<file path="src/design/antialiased_line_raster_assert.svh">
// Assertion macros shared by the line rasterizer RTL.
`ifndef ANTIALIASED_LINE_RASTER_ASSERT_SVH
`define ANTIALIASED_LINE_RASTER_ASSERT_SVH

// Same-cycle implication, checked outside reset.
`define AALR_ASSERT_NOW(label, ante, cons, msg) \
	label: assert property (@(posedge clk) disable iff (!arst_n) (ante) |-> (cons)) \
		else $error(msg);

// Next-cycle implication, checked outside reset.
`define AALR_ASSERT_NEXT(label, ante, cons, msg) \
	label: assert property (@(posedge clk) disable iff (!arst_n) (ante) |=> (cons)) \
		else $error(msg);

`endif

</file>
<file path="src/design/aalr_pkg.sv">
// Types and constants of the antialiased line rasterizer.
`default_nettype none

package aalr_pkg;

	localparam int CoordW   = 17;
	localparam int ErrW     = 18;
	localparam int DeltaW   = 17;
	localparam int CanvasW  = 13;
	localparam int PixW     = 12;
	localparam int WeightW  = 9;
	localparam int RegIdxW  = 1;
	localparam int DivSteps = 9;
	localparam int DivCntW  = 4;

	localparam logic [WeightW-1:0] FullWeight = 9'd256;
	localparam logic [CanvasW-1:0] CanvasReset = 13'd4096;

	localparam logic OpStart = 1'b0;
	localparam logic OpStep  = 1'b1;

	localparam logic [RegIdxW-1:0] RegCanvasWidth  = 1'd0;
	localparam logic [RegIdxW-1:0] RegCanvasHeight = 1'd1;

	typedef enum logic [2:0] {
		S_IDLE,
		S_ADVANCE,
		S_DIV,
		S_WEIGH,
		S_CHECK,
		S_EMIT0,
		S_EMIT1
	} state_t;

endpackage

`default_nettype wire

</file>
<file path="src/design/antialiased_line_raster.sv">
// Antialiased line rasterizer: top level with sequencer and shared divider.
//
// Usage. A start item (opcode 0) loads both endpoints and the color and
// produces the first endpoint at full coverage. Each step item (opcode 1)
// advances the major axis by one and produces up to two pixels, the main
// pixel and its side neighbor, whose coverages add up to 256. Pixels off the
// canvas or with zero coverage are dropped, and last_of_item marks the final
// pixel of an item. A step item with no line running gives no pixels.
// The user must write the canvas size through the cfg channel only while the
// block is idle; the block itself does not enforce this.
// Sequence. A start item goes through CHECK and EMIT0; a step item goes through
// ADVANCE, DIV, WEIGH, CHECK, EMIT0 and, for a second pixel, EMIT1. DIV is the
// weight division, a restoring compare-and-subtract unit that produces one of
// the 9 quotient bits per cycle. in_ready is high only while the sequencer is
// idle, so one item is in work at a time and a new item is not taken before the
// last one is through.
// The result register holds a pixel while out_ready is low and the sequencer
// waits for it; the next item is accepted as soon as the last pixel of the
// current one has been loaded into that register.
// Reset clears the line state and returns both canvas registers to 4096.
`default_nettype none

module antialiased_line_raster #(
	parameter int COORD_BITS = 16,
	parameter int MAX_CANVAS = 4096
) (
	input  wire logic                   clk,
	input  wire logic                   arst_n,
	input  wire logic                   in_valid,
	output logic                        in_ready,
	input  wire logic                   opcode,
	input  wire logic signed [15:0]     start_x,
	input  wire logic signed [15:0]     start_y,
	input  wire logic signed [15:0]     end_x,
	input  wire logic signed [15:0]     end_y,
	input  wire logic [31:0]            line_color,
	output logic                        out_valid,
	input  wire logic                   out_ready,
	output logic [11:0]                 pixel_x,
	output logic [11:0]                 pixel_y,
	output logic [8:0]                  coverage,
	output logic [7:0]                  chan0,
	output logic [7:0]                  chan1,
	output logic [7:0]                  chan2,
	output logic [7:0]                  chan3,
	output logic                        last_of_item,
	output logic                        line_done,
	input  wire logic                   cfg_valid,
	output logic                        cfg_ready,
	input  wire logic [0:0]             cfg_index,
	input  wire logic [12:0]            cfg_data
);

	localparam int CoordW = aalr_pkg::CoordW;
	localparam int ErrW   = aalr_pkg::ErrW;
	localparam int DeltaW = aalr_pkg::DeltaW;
	localparam int CanvW  = aalr_pkg::CanvasW;
	localparam int WW     = aalr_pkg::WeightW;
	localparam int CntW   = aalr_pkg::DivCntW;
	localparam int InBits = (COORD_BITS < 16) ? COORD_BITS : 16;
	localparam int ExtW   = CoordW - InBits;
	localparam int CalcW  = 20;
	localparam int PosW   = 18;
	localparam logic [DeltaW-1:0] MaxCanvasC = DeltaW'(MAX_CANVAS);

	aalr_pkg::state_t state_q, state_d;

	logic [CanvW-1:0]         canvas_w_q, canvas_h_q;
	logic signed [CoordW-1:0] cur_x_q, cur_y_q;
	logic signed [ErrW-1:0]   err_q;
	logic [DeltaW-1:0]        major_q, minor_q, steps_q;
	logic                     x_neg_q, y_neg_q, x_major_q;
	logic [31:0]              color_q;

	logic signed [PosW-1:0]   px0_q, py0_q, px1_q, py1_q;
	logic [WW-1:0]            w0_q, w1_q;
	logic                     pass0_q, pass1_q;
	logic [PosW-1:0]          rem_q;
	logic [WW-1:0]            quot_q;
	logic [CntW-1:0]          cnt_q;

	logic                     out_valid_q;
	logic [11:0]              pixel_x_q, pixel_y_q;
	logic [WW-1:0]            coverage_q;
	logic [7:0]               chan_q [4];
	logic                     last_q, done_q;

	logic out_free, out_load, out_sel, out_last;
	logic in_accept;

	// Start decode.
	logic signed [CoordW-1:0] x1, y1, x2, y2;
	logic signed [PosW-1:0]   dx, dy;
	logic [DeltaW-1:0]        ax, ay;

	assign x1 = {{ExtW{start_x[InBits-1]}}, start_x[InBits-1:0]};
	assign y1 = {{ExtW{start_y[InBits-1]}}, start_y[InBits-1:0]};
	assign x2 = {{ExtW{end_x[InBits-1]}}, end_x[InBits-1:0]};
	assign y2 = {{ExtW{end_y[InBits-1]}}, end_y[InBits-1:0]};
	assign dx = PosW'(x2) - PosW'(x1);
	assign dy = PosW'(y2) - PosW'(y1);
	assign ax = dx[PosW-1] ? DeltaW'(-dx) : DeltaW'(dx);
	assign ay = dy[PosW-1] ? DeltaW'(-dy) : DeltaW'(dy);

	// Error update of one major-axis step.
	logic signed [CalcW-1:0] m_cur, mn_cur, minc, ninc, m_new, mn_new, s_new;
	logic signed [CalcW-1:0] d0, d_new, major_c, ad_c;

	always_comb begin
		m_cur   = x_major_q ? CalcW'(cur_x_q) : CalcW'(cur_y_q);
		mn_cur  = x_major_q ? CalcW'(cur_y_q) : CalcW'(cur_x_q);
		minc    = (x_major_q ? x_neg_q : y_neg_q) ? -CalcW'(1) : CalcW'(1);
		ninc    = (x_major_q ? y_neg_q : x_neg_q) ? -CalcW'(1) : CalcW'(1);
		major_c = CalcW'(major_q);
		m_new   = m_cur + minc;
		d0      = CalcW'(err_q) + CalcW'(minor_q);
		mn_new  = mn_cur;
		d_new   = d0;
		if (d0 <= 0) begin
			s_new = mn_cur - ninc;
		end else if (d0 - major_c < 0) begin
			if (d0 + d0 - major_c <= 0) begin
				s_new = mn_cur + ninc;
			end else begin
				s_new  = mn_cur;
				mn_new = mn_cur + ninc;
				d_new  = d0 - major_c;
			end
		end else begin
			mn_new = mn_cur + ninc;
			s_new  = mn_cur + ninc + ninc;
			d_new  = d0 - major_c;
		end
		ad_c = (d_new < 0) ? -d_new : d_new;
	end

	// Shared compare-and-subtract unit of the weight division.
	logic [PosW-1:0] div_diff;
	logic            div_ge;

	assign div_ge   = rem_q >= PosW'(major_q);
	assign div_diff = rem_q - PosW'(major_q);

	// Canvas limits and visibility test.
	logic [DeltaW-1:0] lim_w, lim_h;

	assign lim_w = (DeltaW'(canvas_w_q) > MaxCanvasC) ? MaxCanvasC : DeltaW'(canvas_w_q);
	assign lim_h = (DeltaW'(canvas_h_q) > MaxCanvasC) ? MaxCanvasC : DeltaW'(canvas_h_q);

	function automatic logic visible(input logic signed [PosW-1:0] px,
		input logic signed [PosW-1:0] py, input logic [WW-1:0] w,
		input logic [DeltaW-1:0] lw, input logic [DeltaW-1:0] lh);
		visible = (w != '0) && !px[PosW-1] && !py[PosW-1]
			&& (px[DeltaW-1:0] < lw) && (py[DeltaW-1:0] < lh);
	endfunction

	assign in_ready  = (state_q == aalr_pkg::S_IDLE);
	assign in_accept = in_valid && in_ready;
	assign out_free  = !out_valid_q || out_ready;
	assign cfg_ready = 1'b1;

	always_ff @(posedge clk or negedge arst_n) begin
		if (!arst_n) begin
			state_q <= aalr_pkg::S_IDLE;
		end else begin
			state_q <= state_d;
		end
	end

	always_comb begin
		state_d  = state_q;
		out_load = 1'b0;
		out_sel  = 1'b0;
		out_last = 1'b0;
		unique case (state_q)
			aalr_pkg::S_IDLE: begin
				if (in_valid) begin
					if (opcode == aalr_pkg::OpStart) begin
						state_d = aalr_pkg::S_CHECK;
					end else if (steps_q != '0 && major_q != '0) begin
						state_d = aalr_pkg::S_ADVANCE;
					end
				end
			end
			aalr_pkg::S_ADVANCE: state_d = aalr_pkg::S_DIV;
			aalr_pkg::S_DIV: begin
				if (cnt_q == CntW'(1)) begin
					state_d = aalr_pkg::S_WEIGH;
				end
			end
			aalr_pkg::S_WEIGH: state_d = aalr_pkg::S_CHECK;
			aalr_pkg::S_CHECK: state_d = aalr_pkg::S_EMIT0;
			aalr_pkg::S_EMIT0: begin
				if (!pass0_q) begin
					state_d = pass1_q ? aalr_pkg::S_EMIT1 : aalr_pkg::S_IDLE;
				end else if (out_free) begin
					out_load = 1'b1;
					out_last = !pass1_q;
					state_d  = pass1_q ? aalr_pkg::S_EMIT1 : aalr_pkg::S_IDLE;
				end
			end
			aalr_pkg::S_EMIT1: begin
				if (!pass1_q) begin
					state_d = aalr_pkg::S_IDLE;
				end else if (out_free) begin
					out_load = 1'b1;
					out_sel  = 1'b1;
					out_last = 1'b1;
					state_d  = aalr_pkg::S_IDLE;
				end
			end
			default: state_d = aalr_pkg::S_IDLE;
		endcase
	end

	// Configuration registers.
	always_ff @(posedge clk or negedge arst_n) begin
		if (!arst_n) begin
			canvas_w_q <= aalr_pkg::CanvasReset;
			canvas_h_q <= aalr_pkg::CanvasReset;
		end else if (cfg_valid) begin
			unique case (cfg_index)
				aalr_pkg::RegCanvasWidth:  canvas_w_q <= cfg_data;
				aalr_pkg::RegCanvasHeight: canvas_h_q <= cfg_data;
			endcase
		end
	end

	// Line state.
	always_ff @(posedge clk or negedge arst_n) begin
		if (!arst_n) begin
			cur_x_q   <= '0;
			cur_y_q   <= '0;
			err_q     <= '0;
			major_q   <= '0;
			minor_q   <= '0;
			steps_q   <= '0;
			x_neg_q   <= 1'b0;
			y_neg_q   <= 1'b0;
			x_major_q <= 1'b0;
			color_q   <= '0;
			cnt_q     <= '0;
		end else begin
			if (in_accept && opcode == aalr_pkg::OpStart) begin
				cur_x_q   <= x1;
				cur_y_q   <= y1;
				err_q     <= '0;
				x_neg_q   <= (dx <= 0);
				y_neg_q   <= (dy <= 0);
				x_major_q <= (ax >= ay);
				major_q   <= (ax >= ay) ? ax : ay;
				minor_q   <= (ax >= ay) ? ay : ax;
				steps_q   <= (ax >= ay) ? ax : ay;
				color_q   <= line_color;
			end
			if (state_q == aalr_pkg::S_ADVANCE) begin
				cur_x_q <= x_major_q ? CoordW'(m_new) : CoordW'(mn_new);
				cur_y_q <= x_major_q ? CoordW'(mn_new) : CoordW'(m_new);
				err_q   <= ErrW'(d_new);
				steps_q <= steps_q - DeltaW'(1);
				cnt_q   <= CntW'(aalr_pkg::DivSteps);
			end
			if (state_q == aalr_pkg::S_DIV) begin
				cnt_q <= cnt_q - CntW'(1);
			end
		end
	end

	// Pixel candidates and the division datapath.
	always_ff @(posedge clk) begin
		if (in_accept && opcode == aalr_pkg::OpStart) begin
			px0_q <= PosW'(x1);
			py0_q <= PosW'(y1);
			px1_q <= PosW'(x1);
			py1_q <= PosW'(y1);
			w0_q  <= aalr_pkg::FullWeight;
			w1_q  <= '0;
		end
		if (state_q == aalr_pkg::S_ADVANCE) begin
			px0_q  <= x_major_q ? PosW'(m_new) : PosW'(mn_new);
			py0_q  <= x_major_q ? PosW'(mn_new) : PosW'(m_new);
			px1_q  <= x_major_q ? PosW'(m_new) : PosW'(s_new);
			py1_q  <= x_major_q ? PosW'(s_new) : PosW'(m_new);
			rem_q  <= PosW'(ad_c);
			quot_q <= '0;
		end
		if (state_q == aalr_pkg::S_DIV) begin
			rem_q  <= {(div_ge ? div_diff[PosW-2:0] : rem_q[PosW-2:0]), 1'b0};
			quot_q <= {quot_q[WW-2:0], div_ge};
		end
		if (state_q == aalr_pkg::S_WEIGH) begin
			w1_q <= quot_q;
			w0_q <= aalr_pkg::FullWeight - quot_q;
		end
		if (state_q == aalr_pkg::S_CHECK) begin
			pass0_q <= visible(px0_q, py0_q, w0_q, lim_w, lim_h);
			pass1_q <= visible(px1_q, py1_q, w1_q, lim_w, lim_h);
		end
	end

	// Result register.
	logic [PosW-1:0] sel_x, sel_y;
	logic [WW-1:0]   sel_w;
	logic [16:0]     prod [4];

	assign sel_x = out_sel ? px1_q : px0_q;
	assign sel_y = out_sel ? py1_q : py0_q;
	assign sel_w = out_sel ? w1_q : w0_q;

	always_comb begin
		for (int k = 0; k < 4; k++) begin
			prod[k] = {9'b0, color_q[8*k +: 8]} * {8'b0, sel_w};
		end
	end

	always_ff @(posedge clk or negedge arst_n) begin
		if (!arst_n) begin
			out_valid_q <= 1'b0;
		end else if (out_load) begin
			out_valid_q <= 1'b1;
		end else if (out_ready) begin
			out_valid_q <= 1'b0;
		end
	end

	always_ff @(posedge clk) begin
		if (out_load) begin
			pixel_x_q  <= sel_x[11:0];
			pixel_y_q  <= sel_y[11:0];
			coverage_q <= sel_w;
			for (int k = 0; k < 4; k++) begin
				chan_q[k] <= prod[k][15:8];
			end
			last_q <= out_last;
			done_q <= (steps_q == '0);
		end
	end

	assign out_valid    = out_valid_q;
	assign pixel_x      = pixel_x_q;
	assign pixel_y      = pixel_y_q;
	assign coverage     = coverage_q;
	assign chan0        = chan_q[0];
	assign chan1        = chan_q[1];
	assign chan2        = chan_q[2];
	assign chan3        = chan_q[3];
	assign last_of_item = last_q;
	assign line_done    = done_q;

	logic [PosW-1:0] major_x2;
	assign major_x2 = {major_q, 1'b0};

	`include "antialiased_line_raster_assert.svh"

	`AALR_ASSERT_NOW(a_div_rem_bound, state_q == aalr_pkg::S_DIV, rem_q < major_x2, "Division remainder out of range.")
	`AALR_ASSERT_NEXT(a_step_count, state_q == aalr_pkg::S_ADVANCE, steps_q == $past(steps_q) - DeltaW'(1), "Step counter did not decrement.")
	`AALR_ASSERT_NOW(a_weight_sum, state_q == aalr_pkg::S_CHECK, (10'(w0_q) + 10'(w1_q)) == 10'd256, "Pixel weights do not add up to 256.")
	`AALR_ASSERT_NOW(a_cov_nonzero, out_valid_q, coverage_q != '0, "Pixel item with zero coverage.")

endmodule

`default_nettype wire

</file>
<file path="config.mk">
export PLATFORM = sky130hd
export DESIGN_NAME = antialiased_line_raster
export DESIGN_NICKNAME = d
export VERILOG_FILES = /design/src/design/aalr_pkg.sv /design/src/design/antialiased_line_raster.sv
export VERILOG_INCLUDE_DIRS = /design/src /design/src/design
export SDC_FILE = /design/constraint.sdc
export NUM_CORES = 2
export LEC_CHECK = 0
export BUFFER_PORTS_ARGS = -buffer_cell sky130_fd_sc_hd__buf_2
export CAP_MARGIN = 20
export CORE_MARGIN = 8
export CORE_UTILIZATION = 60
export DETAILED_ROUTE_END_ITERATION = 6
export PLACE_DENSITY_LB_ADDON = 0.2
export RECOVER_POWER = 25
export SLEW_MARGIN = 20
export SYNTH_ARGS = -nofsm -noshare
export SYNTH_HDL_FRONTEND = slang
export SYNTH_SLANG_ARGS = --single-unit
export TNS_END_PERCENT = 50
</file>
<file path="constraint.sdc">
create_clock -name clk -period 9.2 [get_ports clk]
set_clock_uncertainty 0.15 [all_clocks]
set_input_delay 1.84 -clock clk [delete_from_list [all_inputs] [get_ports clk]]
set_output_delay 1.84 -clock clk [all_outputs]
set_load 0.02 [all_outputs]
</file>
==> out/results.ini <==
[synth]
seq_area_frac_synth = 0.278
syn_area_um2 = 35400
syn_nets = 4534
yosysTopAreaCellShare = 0.156
syn_inst = 3887
synth_ff_type = edfxtp_1
synth-edff-count = 184
synth_cell_types = 101
synthTopCellsByArea = edfxtp_1 (16%), ha_1 (13%), dfrtp_1 (12%), fa_1 (9.5%), nand2_1 (4.6%)
yosysTopAreaCell = edfxtp_1
synth.avg_cell_area_um2 = 9.10
yosysWarnings = 0
synth_commonest_cells = nand2_1 (437), ha_1 (363), inv_1 (343)
synth_most_common_cell = nand2_1
ys_seq_elements = 357
async_flop_share = 0.482

[clocking]
cts.path.max_buffers = 3
cts-resized-gates = 0
ctsHoldBuffers = 0
cts_made_buffers = 42
cts_root_buf = clkbuf_16
cts_tree = done
clock_sinks = 357
h-tree-depth = 2
clk_pin_slew_ps = 60
cts_setup_buffers = 0
clk_latency_ps = 610

[final_layout]
syn_to_final_growth_pct = 8.33
fillers = 4841
drive_gt1_frac = 0.116
fin_nets = 4614

[setup_path]
crit_start = minor_q[0]$_DFFE_PN0P_
worstPathMaxFanout = 20
start_kind = flip-flop
max_stage_delay_ps = 590
cp_data_required_time_ps = 9300
end_kind = flip-flop
cp.arrival_ps = 7590
cp_slowest_cell = xnor2_1
worst-path-buf-inv = 4
worstReg2RegStart = minor_q[0]$_DFFE_PN0P_
path_class = reg -> reg
crit_family = simple AND/OR/NAND/NOR gates

[timing]
relSlewSlack = -1.55
hold_viol = 0
rsz0062_at_grt = false
worstMarginPinSlew_ps = 3820
finalCritPeriodShare = 0.814
fin_crit_ps = 7490
maxSlewViolCount = 220
finalSetupViolCount = 0
setup-tns-final_ps = 0
max_freq_ghz = 0.134

[floorplanning]
rows = 89
pin_count = 186
coreArea_um2 = 58700
die_width_um = 259
fp.dieH_um = 259
dieArea_um2 = 67000
start_util = 0.603

[hold_path]
hold_path.startpoint = rem_q[0]$_SDFFE_PP0P_
hold_path_class = reg -> reg

[outcome]
violations = max-capacitance violations, max-slew violations
status = finished with violations

[global_route]
met2_usage = 0.471
grt_max_degree = 85
top_usage_layer = met2
track_usage = 0.297
grt_use_met1 = 0.393
grt_pass1_vias = 28500
globalRouteMet3Util = 0.0845
grt_overflow = 0
grt_pass1_wl_um = 159000
antenna_found_initial = 9

[routing]
drt_first_iter_violations = 2648
wl_per_cell_um = 21.3
antenna_left = 0
drc = 0
viasPerCell = 6.18
vias = 29500
drtPass1Iterations = 6
drt-total-wl_um = 102000

[place]
portBuffers = 184
place_hpwl_um = 77200
gp_congestion = 0.961

[run]
maxCapViolations = 5

## flip-flops by register name (all words and copies together) (netlist names), 3 cells and up
name        count
chan_q         32
canvas_w_q     13
pixel_x        12
px0_q          18
coverage        9
steps_q        17
err_q          18
quot_q          9
cur_x_q        17
px1_q          18
py1_q          18
rem_q          18
canvas_h_q     13
cur_y_q        17
minor_q        17
w1_q            9
py0_q          18
major_q        17
color_q        32
cnt_q           4
pixel_y        12
w0_q            8
state_q         3
## per-stage QoR
stage          hold slack, ps  setup WS [ps]  area [µm²]  utilization  cells
3_3_place_gp              308           1520       36800        0.628   4696
3_5_place_dp              321           1450       36800        0.628   4696
4_1_cts                   328           1890       38400        0.654   4774
2_1_floorplan             293           1960       35400            -   3887
6_report                  330           1710       38300        0.653   4777
5_1_grt                   348           1290       38300        0.653   4776
## worst register-to-register path: cells and delay by family (launching register included)
| kind | cells | cell delay [ps] |
|---|---|---|
| adder cells (fa/ha/maj) | 4 | 1240 |
| AO/OA/AOI/OAI | 10 | 1930 |
| AND/OR/NAND/NOR | 8 | 1930 |
| flip-flops | 1 | 380 |
| buffers and inverters | 4 | 530 |
| XOR/XNOR | 2 | 990 |
## cells in the final DEF (no fill, tap or decap), drive strengths merged, types with 39 or more instances in the layout
cell	n
a21o	68
o21a	54
dfrtp	170
a31oi	39
fa	168
edfxtp	184
ha	363
clkbuf	63
o21ai	172
nand3	57
and2	160
xnor2	133
mux2	131
nor3	104
nand2b	41
xor2	67
mux2i	60
buf	210
a21oi	176
nor2	240
nand2	437
inv	345
## final cells by class
type                       count  area [µm²]  area share
multi-input combinational   3004       23500       0.614
sequential                   357        9850       0.257
inverter                     343        1290      0.0336
clock buffer                  54        1170      0.0305
timing repair buffer         219        1170      0.0305
tap                          773         967      0.0252
clock inverter                24         353     0.00920
antenna                        3        7.51    0.000196
## kinds of logic (layout without fill, tap and decap cells)
kind of cell	after synthesis	count (layout)	share of synthesized area
XOR/XNOR	200	200	0.0497
multiplexers	192	192	0.0593
buffers and inverters	526	640	0.0575
other	1	4	0.000106
AO/OA/AOI/OAI	818	818	0.157
adder cells (fa/ha/maj)	531	531	0.223
AND/OR/NAND/NOR	1262	1262	0.174
flip-flops	357	357	0.278
## per-layer routing
layer	part of all wire	wire length, µm	up-vias
met3	0.10	10200	205
li1	-	-	13900
met4	0.028	2900	12
met5	0.00078	79	-
met2	0.45	46100	1205
met1	0.42	42700	14200
## worst paths after layout
kind                                      endpoint  slack (ps)  depth (start not counted)
setup / recovery                rem_q[4]$_DFFE_PP_        1710                         28
max in group asynchronous  color_q[12]$_DFFE_PN0P_        2380                          2
hold reg to reg              rem_q[0]$_SDFFE_PP0P_         330                          2
setup reg to reg                rem_q[4]$_DFFE_PP_        1710                         28
min in group asynchronous   cur_y_q[8]$_DFFE_PN0P_        2390                          1
hold / removal               rem_q[0]$_SDFFE_PP0P_         330                          2
Power is not shown: default switching activity piles up to over one toggle a cycle in this logic, so the estimate is an artifact.
